File: config.mk
export PLATFORM = sky130hd
export DESIGN_NAME = sri_edge_unit
export DESIGN_NICKNAME = d
export VERILOG_FILES = /design/src/hdl/sri_pkg.sv /design/src/hdl/sri_edge_unit.sv
export SDC_FILE = /design/constraint.sdc
export NUM_CORES = 2
export LEC_CHECK = 0
export ABC_AREA = 0
export BUFFER_PORTS_ARGS = -buffer_cell sky130_fd_sc_hd__buf_2
export CAP_MARGIN = 20
export CELL_PAD_IN_SITES_DETAIL_PLACEMENT = 1
export CELL_PAD_IN_SITES_GLOBAL_PLACEMENT = 1
export CORE_UTILIZATION = 26
export CTS_CLUSTER_DIAMETER = 40
export DETAILED_ROUTE_END_ITERATION = 10
export PLACE_DENSITY_LB_ADDON = 0.1
export RECOVER_POWER = 50
export SYNTH_ARGS = -nofsm -noshare
export SYNTH_HDL_FRONTEND = slang
export SYNTH_SLANG_ARGS = --single-unit
File: constraint.sdc
create_clock -name aclk -period 19.4 [get_ports aclk]
set_input_delay 2.91 -clock aclk [delete_from_list [all_inputs] [get_ports aclk]]
set_output_delay 2.91 -clock aclk [all_outputs]
set_load 0.05 [all_outputs]
File: src/hdl/sri_pkg.sv
// Shared widths and types for the segment/rectangle intersection core.
// No dependencies; every other file in hdl/ refers to this package by scoped names.
package sri_pkg;

    // Coordinate width of the ports; sizes are one bit narrower and unsigned.
    localparam int COORD_WIDTH = 16;
    localparam int SIZE_WIDTH  = COORD_WIDTH - 1;
    // Differences such as x1 - left - width need two bits above the coordinate.
    localparam int DIFF_WIDTH  = COORD_WIDTH + 2;
    localparam int PROD_WIDTH  = 2 * DIFF_WIDTH;
    localparam int TERM_WIDTH  = PROD_WIDTH + 1;
    localparam int NUM_EDGES   = 4;
    localparam int PIPE_DEPTH  = 4;

    typedef logic signed [COORD_WIDTH-1:0] coord_t;
    typedef logic        [SIZE_WIDTH-1:0]  size_t;
    typedef logic signed [DIFF_WIDTH-1:0]  diff_t;
    typedef logic signed [PROD_WIDTH-1:0]  prod_t;
    typedef logic signed [TERM_WIDTH-1:0]  term_t;

    // Operands of one edge test. den = len * a, na = -(len * b),
    // nb = sx * oy - sy * ox.
    typedef struct packed {
        diff_t len;
        diff_t a;
        diff_t b;
        diff_t sx;
        diff_t sy;
        diff_t ox;
        diff_t oy;
    } edge_op_t;

endpackage

File: src/hdl/sri_edge_unit.sv
// One rectangle edge against the segment: two register stages (products, then
// denominator and numerators) and the unit-interval test. Depends on sri_pkg.
module sri_edge_unit (
    input  logic              aclk,
    input  logic              advance,
    input  sri_pkg::edge_op_t op,
    output logic              hit
);

    sri_pkg::prod_t den_p_reg;
    sri_pkg::prod_t na_p_reg;
    sri_pkg::prod_t nb_p1_reg;
    sri_pkg::prod_t nb_p2_reg;
    sri_pkg::term_t den_reg;
    sri_pkg::term_t na_reg;
    sri_pkg::term_t nb_reg;

    // True when n / d lies in [0, 1]; a zero denominator never passes.
    function automatic logic in_unit(input sri_pkg::term_t n, input sri_pkg::term_t d);
        logic signed [sri_pkg::TERM_WIDTH:0] d_minus_n;
        logic signed [sri_pkg::TERM_WIDTH:0] n_minus_d;
        logic                                result;
        d_minus_n = {d[sri_pkg::TERM_WIDTH-1], d} - {n[sri_pkg::TERM_WIDTH-1], n};
        n_minus_d = {n[sri_pkg::TERM_WIDTH-1], n} - {d[sri_pkg::TERM_WIDTH-1], d};
        if (d > 0) begin
            result = (n >= 0) && (d_minus_n >= 0);
        end else if (d < 0) begin
            result = (n <= 0) && (n_minus_d >= 0);
        end else begin
            result = 1'b0;
        end
        return result;
    endfunction

    // Product stage: four signed multiplies.
    always_ff @(posedge aclk) begin
        if (advance) begin
            den_p_reg <= $signed(op.len) * $signed(op.a);
            na_p_reg  <= $signed(op.len) * $signed(op.b);
            nb_p1_reg <= $signed(op.sx) * $signed(op.oy);
            nb_p2_reg <= $signed(op.sy) * $signed(op.ox);
        end
    end

    // Combine stage: denominator and both numerators at full width.
    always_ff @(posedge aclk) begin
        if (advance) begin
            den_reg <= sri_pkg::term_t'(den_p_reg);
            na_reg  <= -sri_pkg::term_t'(na_p_reg);
            nb_reg  <= sri_pkg::term_t'(nb_p1_reg) - sri_pkg::term_t'(nb_p2_reg);
        end
    end

    // Both parameters must lie in the closed unit interval.
    assign hit = in_unit(na_reg, den_reg) && in_unit(nb_reg, den_reg);

endmodule

Yosys cells after proc, flatten, opt, wreduce, memory -nomap -nowiden
Index checks and enable logic that the tools add are counted.

Register bits: 254. Bits of input ports: 128. Output and inout port bits: 1. Logic and storage cells: 36.

$add $sub $neg: 6. Multipliers: 4. Magnitude comparators: 10. Muxes and demuxes: 4. Reductions and logical operators: 5.

Operator list (number): $ge A38 B1 Y1 const B (4); $mul A18 B18 Y36 (4); $sub A36 B37 Y38 (2); $sub A37 B36 Y38 (2); $ge A37 B1 Y1 const B (2); $le A37 B1 Y1 const B (2); $neg A36 Y37 (1); $sub A36 B36 Y37 (1); $gt A36 B1 Y1 const B (1); $lt A36 B1 Y1 const B (1); $logic_and A1 B1 Y1 (5); $mux W1 (4).

Depth between registers and ports, before layout
Depth in word-level cells: 6. Mapped depth: 27. Gate-level depth less buffers: 24.

Worst setup path after synthesis
OpenSTA, ideal clock, no wires.

Path type: input-to-reg. From: input port op[125] (netlist name). To: register den_p_reg[32], data pin. Setup time: 0.258 ns. Data arrival time: 8.908 ns. Data required time: 19.142 ns. Setup slack: 10.234 ns. Cell stages on the path: 24. Path buffers: 2. Cell sequence: clkbuf_1 -> clkbuf_1 -> nand2_1 -> fa_1 -> inv_1 -> fa_1 -> inv_1 -> fa_1 -> fa_1 -> inv_1 -> fa_1 -> inv_1 -> fa_1 -> inv_1 -> ha_1 -> a21o_1 -> a31o_2 -> or3_1 -> o21ai_1 -> a211oi_1 -> or3_1 -> a221o_1 -> a21oi_1 -> xnor2_1.

Word-level cells in the longest chain between the ends: 1.

RTL lines: from (decl) (RTL line sri_edge_unit.sv:6) `input sri_pkg::edge_op_t op,`; $mul A18 B18 Y36 (RTL line sri_edge_unit.sv:38) `den_p_reg <= $signed(op.len) * $signed(op.a);`; to (signal assigned) (RTL line sri_edge_unit.sv:38); to (decl) (RTL line sri_edge_unit.sv:10) `sri_pkg::prod_t den_p_reg;`.

Every way passes these cells. A chain may end at the register's enable or synchronous reset.

Worst setup path after layout
From: input port op[108] (netlist name). To: register den_p_reg[32], data pin.

The elaborated chain is that of the path after synthesis.

==> metrics.yaml <==
port_buffers: 128
die_height_um: 490.7
synthArstFlopShare: 0
postCtsSetupBuffers: 0
clock_path_buffers: 3
crit_required_ns: 19.77
violations: "max-capacitance violations, max-slew violations"
status: "finished with violations"
initial_core_util: 0.2613
r2r_start: "nb_p1_reg[0]"
whs_path_depth: 0
rrSetupSlack_ns: 15.77
drc: 0
num-nets-final: 8472
drive_above_1_share: 0.03655
hold_buffers: 0
hold_viol: 0
min_from: "den_p_reg[10]"
num_rows: 179
antenna_found_initial: 5
path_clk_slew_ns: 0.05
drt-initial-drc-count: 1363
drv_cap: 4
wl_um: 188000
gp_congestion: 0.7866
dp_cells: 9582
worst_setup_path_start_kind: "primary input"
finalSetupViolations: 0
min_period_ns: 10.15
root_buffer: "clkbuf_16"
ys_seq_area_frac: 0.1228
top_layer: "met5"
timing.fmax_mhz: 98.49
cp-end-kind: "flip-flop"
cts_resized: 0
hold_class: "flip-flop to flip-flop"
cts_buffers: 53
layoutNonFillerInstCount: 9680
synthCells: 6483
core_um2: 237600
dieArea_um2: 240800
first_pass_iters: 5
wl_met2_um: 97580
tightest_slew_ns: 4.539
avgSynthCellArea_um2: 9.577
synth_top_area_cell: "fa_1"
syn_nets: 8485
fin_crit_sh: 0.5234
min_to: "den_reg[10]"
crit_arrival_ns: 10.52
tritoncts: "built"
tns_ns: 0
cts_htree_levels: 2
crit_fanout: 36
drtAntennaViolNets: 0
grt_max_degree: 78
ys_ff_latch: 254
num_io_pins: 129
slew_headroom: -2.026
yosysUniqueCellTypes: 69
wl_per_cell_um: 19.42
wl_met1_um: 85660
drv_slew: 237
netlist_top_cells_area: "fa_1 42%, edfxtp_1 12%, ha_1 11%, inv_1 9.9%, and2_1 6.6%"
grt_pass1_wl_um: 298100
die_x_um: 490.7
vias_per_cell: 4.383
dr_total_vias: 42431
cts_sinks: 254
fillers: 27157
rsz0062_at_grt: "false"
fin_skew_ns: 0.01935
synth_top_area_share: 0.4246
critical_path_class: "primary input to flip-flop"
ff2ff_path_depth: 12
clk_latency_ns: 0.62
place_hpwl_um: 157500
area_growth_pct: 8.980
synth-edff-count: 254
yosys_warnings: 0
wl_met3_um: 2814
grt_pass1_vias: 49473
r2r-end: "nb_reg[34]"
yosys_most_used_dff: "edfxtp_1"
syn_area_um2: 62090
grt_usage: 0.1606
grt-ovfl-total: 0
[worst max-delay path by stage]
stage	from	to	slack, ns
after floorplan	op[125]	den_p_reg[32]	10.23
after global placement	op[125]	na_p_reg[35]	9.46
after detailed placement	op[125]	na_p_reg[35]	9.38
after CTS	op[125]	na_p_reg[35]	10.04
after global routing	op[108]	den_p_reg[32]	8.97
final	op[108]	den_p_reg[32]	9.25
[cells in the final DEF (no fill, tap or decap), types with 108 or more instances in the layout]
master	instances
fa_1	1317
inv_1	1644
nand2_1	663
o21ai_0	110
and2_1	647
edfxtp_1	254
a21o_1	108
a21oi_1	152
nor2_1	173
xnor2_1	155
ha_1	557
buf_2	125
[metal layers]
metal | track usage | vias to the layer above
li1 | - | 19406
met1 | 0.2105 | 22562
met2 | 0.2948 | 359
met3 | 0.009586 | 102
met4 | 0.02087 | 2
met5 | 0 | -
[stage by stage]
stage                     hold slack, ns  setup slack [ns]  utilization  instance area (µm²)
after floorplan                   0.4003             10.23            -                62090
after global placement            0.4025             9.456       0.2778                66010
after detailed placement          0.4052             9.377       0.2778                66010
after CTS                         0.4182             10.04       0.2850                67730
after global routing              0.4229             8.969       0.2847                67660
final                             0.4163             9.246       0.2847                67660
[logic make-up (layout without fill, tap and decap cells)]
| family | after synthesis | in the layout | share of synthesized area |
|---|---|---|---|
| fa+ha+maj | 1874 | 1874 | 0.5369 |
| buf+inv | 1852 | 1880 | 0.1120 |
| simple gates | 1752 | 1752 | 0.1428 |
| compound gates | 541 | 541 | 0.05582 |
| flops | 254 | 254 | 0.1228 |
| xor+xnor | 208 | 208 | 0.02934 |
| mux | 2 | 2 | 0.0003224 |
| other cells | 0 | 2 | 0 |
[cell type report]
type                       instances  area (µm²)  area share
clock inverter                    41       384.1    0.005677
sequential                       254        7627      0.1127
antenna                            2       5.005  0.00007397
timing repair buffer             140       715.7     0.01058
clock buffer                      55        1334     0.01971
multi-input combinational       4377       47460      0.7015
tap                             3167        3963     0.05856
inverter                        1644        6171     0.09120
[cells in the mapped netlist (4+ instances only)]
library cell,count
a2111oi_0,4
a211o_1,9
a211oi_1,30
a21o_1,108
a21oi_1,152
a221oi_1,6
a22oi_1,4
a31o_2,4
a31oi_1,19
and2_1,656
and3_1,16
and4_1,7
buf_1,4
clkbuf_1,204
edfxtp_1,254
fa_1,1317
ha_1,557
inv_1,1644
nand2_1,663
nand2b_1,28
nand3_1,36
nand3b_1,4
nand4_1,25
nor2_1,171
nor2b_1,30
nor3_1,42
nor3b_1,4
nor4_1,32
o2111ai_1,5
o211ai_1,13
o21a_1,22
o21ai_0,110
o21bai_1,14
o22ai_1,4
o31a_1,5
o31ai_1,5
or2_2,5
or3_1,14
or4_1,5
xnor2_1,155
xor2_1,53
[critical path: stages]
cell and delay [ns]:
buf_2 0.07, clkbuf_1 1.62, nand2b_1 0.29, fa_1 0.47, fa_1 0.51, inv_1 0.07
fa_1 0.51, fa_1 0.44, fa_1 0.50, inv_1 0.05, fa_1 0.48, inv_1 0.04
ha_1 0.36, a21o_1 0.22, a31o_2 0.26, or3_1 0.31, o21ai_1 0.27, a211oi_1 0.15
or3_1 0.41, a221o_1 0.31, a21oi_1 0.17, xnor2_1 0.08
Power is not shown: default switching activity piles up to over one toggle a cycle in this logic, so the estimate is an artifact.
